### config.mk
export PLATFORM = sky130hd
export DESIGN_NAME = arena_first_fit_lease_table_top
export DESIGN_NICKNAME = d
export VERILOG_FILES = /design/src/hw/rtl/afflt_pkg.sv /design/src/hw/rtl/afflt_ram.sv /design/src/hw/rtl/afflt_dp.sv /design/src/hw/rtl/afflt_ctrl.sv /design/src/hw/rtl/arena_first_fit_lease_table_top.sv
export VERILOG_INCLUDE_DIRS = /design/src /design/src/hw/rtl
export SDC_FILE = /design/constraint.sdc
export NUM_CORES = 1
export LEC_CHECK = 0
export BUFFER_PORTS_ARGS = -buffer_cell sky130_fd_sc_hd__buf_2
export CORE_UTILIZATION = 35
export CTS_BUF_LIST = sky130_fd_sc_hd__clkbuf_4 sky130_fd_sc_hd__clkbuf_8 sky130_fd_sc_hd__clkbuf_16
export DETAILED_ROUTE_END_ITERATION = 6
export GPL_TIMING_DRIVEN = 0
export PLACE_DENSITY = 0.58
export SLEW_MARGIN = 25
export SYNTH_ARGS = -nofsm -noshare
export SYNTH_HDL_FRONTEND = slang
export SYNTH_HIERARCHICAL = 1
export SYNTH_SLANG_ARGS = --single-unit
### constraint.sdc
create_clock -name clock -period 15.8 [get_ports clock]
set_clock_uncertainty 0.05 [all_clocks]
set_input_delay 1.58 -clock clock [delete_from_list [all_inputs] [get_ports clock]]
set_output_delay 1.58 -clock clock [all_outputs]
set_load 0.1 [all_outputs]
### src/hw/rtl/arena_first_fit_lease_table_top_defines.svh
// assertion helpers shared by the lease table modules
`ifndef ARENA_FIRST_FIT_LEASE_TABLE_TOP_DEFINES_SVH
`define ARENA_FIRST_FIT_LEASE_TABLE_TOP_DEFINES_SVH

// same-cycle implication, disabled during reset
`define AFFLT_ASSERT(lbl, ante, cons, msg) \
   lbl: assert property (@(posedge clock) disable iff (reset) (ante) |-> (cons)) \
      else $error(msg);

// next-cycle implication, disabled during reset
`define AFFLT_ASSERT_NEXT(lbl, ante, cons, msg) \
   lbl: assert property (@(posedge clock) disable iff (reset) (ante) |=> (cons)) \
      else $error(msg);

`endif

### src/hw/rtl/afflt_pkg.sv
package afflt_pkg;

   // field widths
   localparam int SIZE_W    = 21;
   localparam int OFFS_W    = 20;
   localparam int STATUS_W  = 2;
   localparam int ADDR_BITS = 20;
   localparam int SUM_W     = SIZE_W + 2;
   localparam int ENTRY_W   = OFFS_W + SIZE_W;

   localparam int MAX_ENTRIES_DEFAULT = 16;

   // arena size limits
   localparam logic [SIZE_W-1:0] ARENA_CAP   = SIZE_W'(1) << ADDR_BITS;
   localparam logic [SIZE_W-1:0] ARENA_RESET = SIZE_W'(1048576);

   // command codes
   localparam logic CMD_LEASE   = 1'b0;
   localparam logic CMD_RELEASE = 1'b1;

   // status codes
   localparam logic [STATUS_W-1:0] STATUS_OK       = 2'd0;
   localparam logic [STATUS_W-1:0] STATUS_BAD_SIZE = 2'd1;
   localparam logic [STATUS_W-1:0] STATUS_NO_SPACE = 2'd2;

   typedef enum logic [2:0] {
      ST_IDLE,
      ST_START,
      ST_READ,
      ST_CHECK,
      ST_GRANT,
      ST_RESULT
   } state_type;

   typedef enum logic [2:0] {
      RES_GRANT,
      RES_BAD_SIZE,
      RES_NO_SPACE,
      RES_FREED,
      RES_MISS
   } result_type;

   // controller to datapath
   typedef struct packed {
      logic       capture;
      logic       scan_init;
      logic       restart;
      logic       rd_en;
      logic       check;
      logic       clear_valid;
      logic       grant_write;
      logic       load_out;
      result_type res_kind;
   } ctrl_cmd_type;

   // datapath to controller
   typedef struct packed {
      logic is_release;
      logic size_bad;
      logic hit;
      logic can_grant;
   } dp_status_type;

endpackage

### src/hw/rtl/afflt_ram.sv
module afflt_ram #(
   parameter int WIDTH = 8,
   parameter int DEPTH = 16
) (
   input  logic                                      clock,
   input  logic                                      wr_en,
   input  logic [((DEPTH > 1) ? $clog2(DEPTH) : 1)-1:0] wr_addr,
   input  logic [WIDTH-1:0]                          wr_data,
   input  logic                                      rd_en,
   input  logic [((DEPTH > 1) ? $clog2(DEPTH) : 1)-1:0] rd_addr,
   output logic [WIDTH-1:0]                          rd_data
);

   logic [WIDTH-1:0] mem_ff [DEPTH];
   logic [WIDTH-1:0] rd_data_ff;

   // single write port, registered read port
   always_ff @(posedge clock) begin
      if (wr_en) begin
         mem_ff[wr_addr] <= wr_data;
      end
      if (rd_en) begin
         rd_data_ff <= mem_ff[rd_addr];
      end
   end

   assign rd_data = rd_data_ff;

endmodule

### src/hw/rtl/afflt_dp.sv
`include "arena_first_fit_lease_table_top_defines.svh"

module afflt_dp #(
   parameter int MAX_ENTRIES = afflt_pkg::MAX_ENTRIES_DEFAULT
) (
   input  logic                                  clock,
   input  logic                                  reset,
   input  afflt_pkg::ctrl_cmd_type               cmd,
   input  logic [((MAX_ENTRIES > 1) ? $clog2(MAX_ENTRIES) : 1)-1:0] scan_idx,
   output afflt_pkg::dp_status_type              status,
   input  logic                                  req_cmd,
   input  logic [afflt_pkg::SIZE_W-1:0]          req_request_size,
   input  logic [afflt_pkg::OFFS_W-1:0]          req_release_offset,
   input  logic                                  csr_write,
   input  logic [afflt_pkg::SIZE_W-1:0]          csr_arena_bytes,
   output logic [afflt_pkg::STATUS_W-1:0]        rsp_status,
   output logic [afflt_pkg::OFFS_W-1:0]          rsp_granted_offset,
   output logic                                  rsp_released
);

   localparam int IDX_W   = (MAX_ENTRIES > 1) ? $clog2(MAX_ENTRIES) : 1;
   localparam int SIZE_W  = afflt_pkg::SIZE_W;
   localparam int OFFS_W  = afflt_pkg::OFFS_W;
   localparam int SUM_W   = afflt_pkg::SUM_W;
   localparam int ENTRY_W = afflt_pkg::ENTRY_W;

   logic                       op_ff;
   logic [SIZE_W-1:0]          size_ff;
   logic [OFFS_W-1:0]          offs_ff;
   logic [SIZE_W-1:0]          arena_ff;
   logic [SUM_W-1:0]           cand_ff;
   logic [MAX_ENTRIES-1:0]     valid_ff;
   logic [MAX_ENTRIES-1:0]     valid_in;
   logic                       slot_found_ff;
   logic [IDX_W-1:0]           slot_ff;
   logic [afflt_pkg::STATUS_W-1:0] out_status_ff;
   logic [OFFS_W-1:0]          out_offset_ff;
   logic                       out_released_ff;

   logic [ENTRY_W-1:0] rd_data;
   logic [OFFS_W-1:0]  rd_start;
   logic [SIZE_W-1:0]  rd_len;
   logic [SUM_W-1:0]   ent_end;
   logic [SUM_W-1:0]   cand_top;
   logic [SIZE_W-1:0]  limit;
   logic               ent_valid;
   logic               overlap;
   logic               match;

   // request capture and arena register
   always_ff @(posedge clock) begin
      if (cmd.capture) begin
         op_ff   <= req_cmd;
         size_ff <= req_request_size;
         offs_ff <= req_release_offset;
      end
      if (reset) begin
         arena_ff <= afflt_pkg::ARENA_RESET;
      end else if (csr_write) begin
         arena_ff <= csr_arena_bytes;
      end
   end

   // lease store: start and length per slot
   afflt_ram #(
      .WIDTH (ENTRY_W),
      .DEPTH (MAX_ENTRIES)
   ) u_entries (
      .clock   (clock),
      .wr_en   (cmd.grant_write),
      .wr_addr (slot_ff),
      .wr_data ({cand_ff[OFFS_W-1:0], size_ff}),
      .rd_en   (cmd.rd_en),
      .rd_addr (scan_idx),
      .rd_data (rd_data)
   );

   // overlap and match against the entry just read
   always_comb begin
      rd_start  = rd_data[ENTRY_W-1:SIZE_W];
      rd_len    = rd_data[SIZE_W-1:0];
      ent_end   = SUM_W'(rd_start) + SUM_W'(rd_len);
      cand_top  = cand_ff + SUM_W'(size_ff);
      limit     = (arena_ff > afflt_pkg::ARENA_CAP) ? afflt_pkg::ARENA_CAP : arena_ff;
      ent_valid = valid_ff[scan_idx];
      overlap   = ent_valid && (cand_ff < ent_end) && (SUM_W'(rd_start) < cand_top);
      match     = ent_valid && (rd_start == offs_ff) && (rd_len == size_ff);
   end

   assign status.is_release = (op_ff == afflt_pkg::CMD_RELEASE);
   assign status.size_bad   = (size_ff == '0) || (size_ff > limit);
   assign status.hit        = (op_ff == afflt_pkg::CMD_RELEASE) ? match : overlap;
   assign status.can_grant  = (cand_top <= SUM_W'(limit)) && slot_found_ff;

   // candidate offset
   always_ff @(posedge clock) begin
      if (cmd.scan_init) begin
         cand_ff <= '0;
      end else if (cmd.restart) begin
         cand_ff <= ent_end;
      end
   end

   // lowest free slot, tracked over each pass
   always_ff @(posedge clock) begin
      if (reset || cmd.scan_init || cmd.restart) begin
         slot_found_ff <= 1'b0;
      end else if (cmd.check && !ent_valid && !slot_found_ff) begin
         slot_found_ff <= 1'b1;
      end
      if (cmd.check && !ent_valid && !slot_found_ff) begin
         slot_ff <= scan_idx;
      end
   end

   // valid bits
   always_comb begin
      valid_in = valid_ff;
      if (cmd.clear_valid) begin
         valid_in[scan_idx] = 1'b0;
      end
      if (cmd.grant_write) begin
         valid_in[slot_ff] = 1'b1;
      end
   end

   always_ff @(posedge clock) begin
      if (reset) begin
         valid_ff <= '0;
      end else begin
         valid_ff <= valid_in;
      end
   end

   // result register
   always_ff @(posedge clock) begin
      if (cmd.load_out) begin
         case (cmd.res_kind)
            afflt_pkg::RES_GRANT: begin
               out_status_ff   <= afflt_pkg::STATUS_OK;
               out_offset_ff   <= cand_ff[OFFS_W-1:0];
               out_released_ff <= 1'b0;
            end
            afflt_pkg::RES_BAD_SIZE: begin
               out_status_ff   <= afflt_pkg::STATUS_BAD_SIZE;
               out_offset_ff   <= '0;
               out_released_ff <= 1'b0;
            end
            afflt_pkg::RES_NO_SPACE: begin
               out_status_ff   <= afflt_pkg::STATUS_NO_SPACE;
               out_offset_ff   <= '0;
               out_released_ff <= 1'b0;
            end
            afflt_pkg::RES_FREED: begin
               out_status_ff   <= afflt_pkg::STATUS_OK;
               out_offset_ff   <= '0;
               out_released_ff <= 1'b1;
            end
            default: begin
               out_status_ff   <= afflt_pkg::STATUS_OK;
               out_offset_ff   <= '0;
               out_released_ff <= 1'b0;
            end
         endcase
      end
   end

   assign rsp_status         = out_status_ff;
   assign rsp_granted_offset = out_offset_ff;
   assign rsp_released       = out_released_ff;

   // a release frees exactly one entry, a grant takes exactly one
   `AFFLT_ASSERT_NEXT(a_release_frees_one, cmd.clear_valid, $countones(valid_ff) == $past($countones(valid_ff)) - 1, "release did not free exactly one entry")
   `AFFLT_ASSERT_NEXT(a_grant_takes_one, cmd.grant_write, $countones(valid_ff) == $past($countones(valid_ff)) + 1, "grant did not take exactly one free slot")

endmodule

### src/hw/rtl/afflt_ctrl.sv
`include "arena_first_fit_lease_table_top_defines.svh"

module afflt_ctrl #(
   parameter int MAX_ENTRIES = afflt_pkg::MAX_ENTRIES_DEFAULT
) (
   input  logic                      clock,
   input  logic                      reset,
   input  logic                      req_valid,
   output logic                      req_ready,
   output logic                      rsp_valid,
   input  logic                      rsp_ready,
   input  afflt_pkg::dp_status_type  status,
   output afflt_pkg::ctrl_cmd_type   cmd,
   output logic [((MAX_ENTRIES > 1) ? $clog2(MAX_ENTRIES) : 1)-1:0] scan_idx
);

   localparam int IDX_W  = (MAX_ENTRIES > 1) ? $clog2(MAX_ENTRIES) : 1;
   localparam int PASS_W = $clog2(MAX_ENTRIES + 1);

   localparam logic [IDX_W-1:0]  LAST_IDX  = IDX_W'(MAX_ENTRIES - 1);
   localparam logic [PASS_W-1:0] LAST_PASS = PASS_W'(MAX_ENTRIES);

   afflt_pkg::state_type  state_ff, state_in;
   afflt_pkg::result_type kind_ff, kind_in;
   logic [IDX_W-1:0]      idx_ff, idx_in;
   logic [PASS_W-1:0]     pass_ff, pass_in;
   logic                  rsp_valid_ff, rsp_valid_in;
   logic                  out_free;
   logic                  last_entry;
   logic                  last_pass;

   assign out_free   = !rsp_valid_ff || rsp_ready;
   assign last_entry = (idx_ff == LAST_IDX);
   assign last_pass  = (pass_ff == LAST_PASS);

   // next state
   always_comb begin
      state_in = state_ff;
      case (state_ff)
         afflt_pkg::ST_IDLE: begin
            if (req_valid) begin
               state_in = afflt_pkg::ST_START;
            end
         end
         afflt_pkg::ST_START: begin
            if (!status.is_release && status.size_bad) begin
               state_in = afflt_pkg::ST_RESULT;
            end else begin
               state_in = afflt_pkg::ST_READ;
            end
         end
         afflt_pkg::ST_READ: begin
            state_in = afflt_pkg::ST_CHECK;
         end
         afflt_pkg::ST_CHECK: begin
            if (status.hit) begin
               if (status.is_release || last_pass) begin
                  state_in = afflt_pkg::ST_RESULT;
               end else begin
                  state_in = afflt_pkg::ST_READ;
               end
            end else if (last_entry) begin
               state_in = status.is_release ? afflt_pkg::ST_RESULT : afflt_pkg::ST_GRANT;
            end else begin
               state_in = afflt_pkg::ST_READ;
            end
         end
         afflt_pkg::ST_GRANT: begin
            state_in = afflt_pkg::ST_RESULT;
         end
         afflt_pkg::ST_RESULT: begin
            if (out_free) begin
               state_in = afflt_pkg::ST_IDLE;
            end
         end
         default: begin
            state_in = afflt_pkg::ST_IDLE;
         end
      endcase
   end

   // scan index, pass count and result kind
   always_comb begin
      idx_in  = idx_ff;
      pass_in = pass_ff;
      kind_in = kind_ff;
      case (state_ff)
         afflt_pkg::ST_START: begin
            idx_in  = '0;
            pass_in = '0;
            kind_in = afflt_pkg::RES_BAD_SIZE;
         end
         afflt_pkg::ST_CHECK: begin
            if (status.hit) begin
               if (status.is_release) begin
                  kind_in = afflt_pkg::RES_FREED;
               end else if (last_pass) begin
                  kind_in = afflt_pkg::RES_NO_SPACE;
               end else begin
                  pass_in = pass_ff + PASS_W'(1);
                  idx_in  = '0;
               end
            end else if (last_entry) begin
               kind_in = afflt_pkg::RES_MISS;
            end else begin
               idx_in = idx_ff + IDX_W'(1);
            end
         end
         afflt_pkg::ST_GRANT: begin
            kind_in = status.can_grant ? afflt_pkg::RES_GRANT : afflt_pkg::RES_NO_SPACE;
         end
         default: begin
         end
      endcase
   end

   // datapath commands
   always_comb begin
      req_ready         = (state_ff == afflt_pkg::ST_IDLE);
      cmd.capture       = (state_ff == afflt_pkg::ST_IDLE) && req_valid;
      cmd.scan_init     = (state_ff == afflt_pkg::ST_START);
      cmd.rd_en         = (state_ff == afflt_pkg::ST_READ);
      cmd.check         = (state_ff == afflt_pkg::ST_CHECK);
      cmd.restart       = (state_ff == afflt_pkg::ST_CHECK) && status.hit &&
                          !status.is_release && !last_pass;
      cmd.clear_valid   = (state_ff == afflt_pkg::ST_CHECK) && status.hit &&
                          status.is_release;
      cmd.grant_write   = (state_ff == afflt_pkg::ST_GRANT) && status.can_grant;
      cmd.load_out      = (state_ff == afflt_pkg::ST_RESULT) && out_free;
      cmd.res_kind      = kind_ff;
   end

   // output valid flag
   always_comb begin
      rsp_valid_in = rsp_valid_ff;
      if (cmd.load_out) begin
         rsp_valid_in = 1'b1;
      end else if (rsp_ready) begin
         rsp_valid_in = 1'b0;
      end
   end

   always_ff @(posedge clock) begin
      if (reset) begin
         state_ff     <= afflt_pkg::ST_IDLE;
         rsp_valid_ff <= 1'b0;
         idx_ff       <= '0;
         pass_ff      <= '0;
         kind_ff      <= afflt_pkg::RES_MISS;
      end else begin
         state_ff     <= state_in;
         rsp_valid_ff <= rsp_valid_in;
         idx_ff       <= idx_in;
         pass_ff      <= pass_in;
         kind_ff      <= kind_in;
      end
   end

   assign rsp_valid = rsp_valid_ff;
   assign scan_idx  = idx_ff;

   // sequencing checks
   `AFFLT_ASSERT_NEXT(a_accept_starts, req_valid && req_ready, state_ff == afflt_pkg::ST_START, "accepted request did not start")
   `AFFLT_ASSERT_NEXT(a_grant_result, state_ff == afflt_pkg::ST_GRANT, state_ff == afflt_pkg::ST_RESULT && (kind_ff == afflt_pkg::RES_GRANT || kind_ff == afflt_pkg::RES_NO_SPACE), "grant step gave wrong result kind")
   `AFFLT_ASSERT(a_pass_bound, state_ff != afflt_pkg::ST_IDLE, pass_ff <= LAST_PASS, "first-fit pass count overran")

endmodule

### src/hw/rtl/arena_first_fit_lease_table_top.sv
// First-fit lease table: keeps up to MAX_ENTRIES leased byte ranges of an
// arena and answers one lease or release request at a time, one response per
// request. A lease walks the table from candidate offset 0, jumping past each
// overlapping lease and restarting the walk, and takes the lowest free slot.
// Each table entry visit is a registered read of the entry store, then the
// compare. A lease makes one more walk pass for each jump, an invalid size is
// rejected without a walk, and a release walks the table at most once. The next
// request is taken while a response still waits in the output register.
// The arena size register is to be written through the csr channel only while
// idle; the user is bound by this, and the block itself does not enforce it.
module arena_first_fit_lease_table_top #(
   parameter int MAX_ENTRIES = afflt_pkg::MAX_ENTRIES_DEFAULT
) (
   input  logic                             clock,
   input  logic                             reset,
   input  logic                             req_valid,
   output logic                             req_ready,
   input  logic                             req_cmd,
   input  logic [afflt_pkg::SIZE_W-1:0]     req_request_size,
   input  logic [afflt_pkg::OFFS_W-1:0]     req_release_offset,
   output logic                             rsp_valid,
   input  logic                             rsp_ready,
   output logic [afflt_pkg::STATUS_W-1:0]   rsp_status,
   output logic [afflt_pkg::OFFS_W-1:0]     rsp_granted_offset,
   output logic                             rsp_released,
   input  logic                             csr_valid,
   output logic                             csr_ready,
   input  logic [afflt_pkg::SIZE_W-1:0]     csr_arena_bytes
);

   localparam int IDX_W = (MAX_ENTRIES > 1) ? $clog2(MAX_ENTRIES) : 1;

   afflt_pkg::ctrl_cmd_type  cmd;
   afflt_pkg::dp_status_type status;
   logic [IDX_W-1:0]         scan_idx;

   // register writes are always taken
   assign csr_ready = 1'b1;

   afflt_ctrl #(
      .MAX_ENTRIES (MAX_ENTRIES)
   ) u_ctrl (
      .clock     (clock),
      .reset     (reset),
      .req_valid (req_valid),
      .req_ready (req_ready),
      .rsp_valid (rsp_valid),
      .rsp_ready (rsp_ready),
      .status    (status),
      .cmd       (cmd),
      .scan_idx  (scan_idx)
   );

   afflt_dp #(
      .MAX_ENTRIES (MAX_ENTRIES)
   ) u_dp (
      .clock              (clock),
      .reset              (reset),
      .cmd                (cmd),
      .scan_idx           (scan_idx),
      .status             (status),
      .req_cmd            (req_cmd),
      .req_request_size   (req_request_size),
      .req_release_offset (req_release_offset),
      .csr_write          (csr_valid && csr_ready),
      .csr_arena_bytes    (csr_arena_bytes),
      .rsp_status         (rsp_status),
      .rsp_granted_offset (rsp_granted_offset),
      .rsp_released       (rsp_released)
   );

endmodule
==> flow_summary_export.csv <==
group,metric,value,unit
yosys,ys_seq_area_frac,0.682,
pwr,power_density,119,nW/um^2
global_routing,grt_pass1_vias,20600,
route,drtAntennaViolNets,0,
yosys,syn_avg_cell_area,17.0,um^2
placed_design,post_dp_cell_area,39000,um^2
placed_design,preCtsSetupSlack,7.41,ns
sta,tns,0,ns
cts,worstSkewPairLatency,0.65,ns
flow_run,maxCapViolCount,0,
sta,min_period,8.32,ns
cts,cts_sinks,842,
pwr,leakagePower,13.9,nW
cts,cts_hold_buf,0,
die,initial_utilization,0.353,
cts,clockBufferDepth,3,
cts,clk_pin_slew,0.06,ns
yosys,synth-seq-cells,842,
critical_path,worstReg2RegStart,"u_dp/cand_ff[4]$_SDFFE_PP0P_",
die,die_y,322,um
cells_and_area,final_area,42000,um^2
sta,relSlewSlack,0.308,
critical_path,crit_fanout,20,
yosys,yosysUniqueCellTypes,85,
critical_path,reg2regPathDepth,23,
yosys,synth_top_cell_area_share,0.640,
global_routing,grt_start_max_net_pins,31,
sta,rsz0062_at_grt,"no",
yosys,synth_top_area_cell,"edfxtp_1",
die,pin_count,94,
die,die-area,104000,um^2
yosys,syn_area,35900,um^2
cells_and_area,syn2layout_area_growth,16.9,%
yosys,syn-num-nets,2315,
placed_design,dp_hpwl,69400,um
route,remaining_drc_errors,4,
outcome,violations,"design-rule violations",
placed_design,routabilityCongestion,0.915,
route,drtIter0Drc,1946,
placed_design,io_buffers,90,
yosys,synthTopCellsByCount,"766 x edfxtp_1, 169 x mux4_2, 126 x ha_1",
route,dr.pass1.iters,7,
yosys,synth_edf_count,766,
sta,post-route-period-util,0.526,
sta,tightest_slew,1.04,ns
critical_path,crit_arrival,8.62,ns
cells_and_area,final_layout_size_suffix_gt1_frac,0.228,
sta,drv_slew,0,
die,fp-row-count,117,
cts,h-tree-depth,3,
pwr,fin_total_pwr,5.01,mW
global_routing,track_usage,0.185,
global_routing,grt_pass1_wl,139000,um
critical_path,cp.required,16.10,ns
global_routing,grt-ovfl-total,0,
sta,fmax,120,MHz
yosys,yosys-top-cells-area,"edfxtp_1 64%, mux4_2 11%, ha_1 4.4%, dfxtp_1 4.2%, a22oi_1 1.7%",
yosys,synth_flop_cell,"edfxtp_1",
critical_path,critPathLaunch,"u_dp/cand_ff[4]$_SDFFE_PP0P_",
cts,post_cts_buffers,0,
route,routedWlPerCell,25.3,um
cells_and_area,num-fill-cells,9087,
cts,cts-root-buf,"clkbuf_16",
sta,setup_ws,7.48,ns
route,vias,20300,
die,core_area,102000,um^2
outcome,outcome,"complete, but fails checks",
die,die_w,322,um
route,avgViaCountPerCell,5.36,
critical_path,path_class,"reg2reg",
min_path,hold_path.class,"reg2reg",
cells_and_area,nNetsFinal,2551,
global_routing,grt_antenna_before_repair,1,
yosys,yosys_warnings,6,
critical_path,cp-end-kind,"flop",
yosys,synth_most_common_cell,"edfxtp_1",
critical_path,worstReg2RegEnd,"u_dp/u_entries/mem_ff[0][36]$_DFFE_PP_",
sta,hold_viol,0,
yosys,async_flop_share,0,
critical_path,critPathLaunchType,"flop",
route,drt-total-wl,96100,um
sta,setup_viol,0,
cts,cts_tree,"done",
yosys,synthCells,2119,
cts,cts_resized,0,
critical_path,endpoint,"u_dp/u_entries/mem_ff[0][36]$_DFFE_PP_",
critical_path,r2r_slack,7.48,ns
cts,cts_buffers,85,
pwr,vdd_drop_max,0.0768,mV
-- cells by family after synthesis --
kind of cell / Yosys count / share of synthesized area
adder cells (fa/ha/maj): 128 / 0.0450
flip-flops: 842 / 0.682
multiplexers: 207 / 0.117
AO/OA/AOI/OAI: 330 / 0.0635
other: 1 / 0.000104
buffers and inverters: 145 / 0.0171
AND/OR/NAND/NOR: 389 / 0.0564
XOR/XNOR: 77 / 0.0188
-- state kept, by name, indices dropped and copies added, names as in the netlist, 2 cells and up --
signal	flops
u_dp/u_entries/mem_ff	656
u_ctrl/pass_ff	5
u_dp/u_entries/rd_data	41
u_dp/offs_ff	20
u_ctrl/kind_ff	3
u_dp/rsp_status	2
u_dp/size_ff	21
u_dp/slot_ff	4
u_dp/valid_ff	16
u_ctrl/state_ff	3
u_dp/rsp_granted_offset	20
u_ctrl/scan_idx	4
u_dp/arena_ff	21
u_dp/cand_ff	22
-- per-layer routing --
layer | vias up | track usage | wire length, um
met4 | 0 | 0.0527 | 2470
met3 | 118 | 0.0267 | 5250
met1 | 10600 | 0.257 | 42700
met2 | 654 | 0.302 | 45700
li1 | 8978 | - | -
met5 | - | 0 | 0
-- where the power goes --
group / internal, mW / switching (mW) / leakage (nW) / total (mW)
Sequential: 2.47 / 0.0739 / 7.48 / 2.54
Clock: 1.25 / 0.855 / 1.45 / 2.10
Combinational: 0.148 / 0.218 / 4.98 / 0.366
-- worst max-delay path, stage by stage (launching register included) --
cell	delay, ns
dfxtp_1	0.92
ha_1	0.43
a21o_2	0.25
a31o_2	0.24
o21ai_0	0.29
o21ai_0	0.15
a21oi_1	0.32
o2bb2ai_1	0.23
o21bai_1	0.09
a21o_1	0.21
xor2_1	0.15
ha_1	0.30
a21o_1	0.17
a211oi_1	0.36
o2111ai_1	0.17
o21ai_0	0.30
nor4b_1	0.71
and3_1	0.51
or3b_2	0.61
nor3_2	0.72
buf_6	0.25
buf_4	0.20
buf_4	0.21
buf_6	0.16
-- placed cells by master, fill, tap and decap left out, types with 8 or more instances in the layout --
cell type    n
buf_12      18
mux2i_1     35
buf_1       12
buf_4       41
nand2_1    106
xnor2_1     40
nor2_1      65
a22oi_1     82
nand3_1     24
nand2b_1    19
inv_1       59
xor2_1      37
clkbuf_16   87
buf_2      113
edfxtp_1   766
clkbuf_1    37
bufinv_16   13
clkinv_1    15
nor4_1      20
nor2_4      12
nor2b_1     26
nand4_1     21
a21o_1      36
clkinv_2    19
a21oi_1     79
mux4_2     169
and2_1      25
o21a_1      15
ha_1       126
nor3_1      15
nand3b_1     8
o21ai_0     48
dfxtp_1     76
-- metrics by stage --
step / hold WS [ns] / util / std cells
2_1_floorplan: 0.400 / - / 2119
3_3_place_gp: 0.411 / 0.374 / 3577
3_5_place_dp: 0.421 / 0.384 / 3635
4_1_cts: 0.429 / 0.413 / 3792
5_1_grt: 0.447 / 0.413 / 3793
6_report: 0.428 / 0.413 / 3794
-- area by class of cell --
cell class / count / area [um^2] / share of cell area
clock buffer: 97 / 2270 / 0.0541
tap: 1368 / 1710 / 0.0408
antenna: 1 / 2.50 / 0.0000596
buffer: 85 / 394 / 0.00939
timing repair buffer: 149 / 1280 / 0.0305
multi-input combinational: 1132 / 10900 / 0.260
inverter: 60 / 225 / 0.00536
clock inverter: 60 / 668 / 0.0159
sequential: 842 / 24500 / 0.584
-- how the worst min path moves through the flow --
stage | from | end | slack, ns | depth (start not counted)
after floorplan | u_dp/valid_ff[2]$_SDFF_PP0_ | u_dp/valid_ff[2]$_SDFF_PP0_ | 0.40 | 2
after global placement | u_dp/valid_ff[1]$_SDFF_PP0_ | u_dp/valid_ff[1]$_SDFF_PP0_ | 0.41 | 2
after detailed placement | u_dp/valid_ff[8]$_SDFF_PP0_ | u_dp/valid_ff[8]$_SDFF_PP0_ | 0.42 | 2
after CTS | u_dp/valid_ff[8]$_SDFF_PP0_ | u_dp/valid_ff[8]$_SDFF_PP0_ | 0.43 | 2
after global routing | u_dp/valid_ff[2]$_SDFF_PP0_ | u_dp/valid_ff[2]$_SDFF_PP0_ | 0.45 | 2
final | u_dp/valid_ff[8]$_SDFF_PP0_ | u_dp/valid_ff[8]$_SDFF_PP0_ | 0.43 | 2
Note: power is estimated with default switching activity, not from simulation.
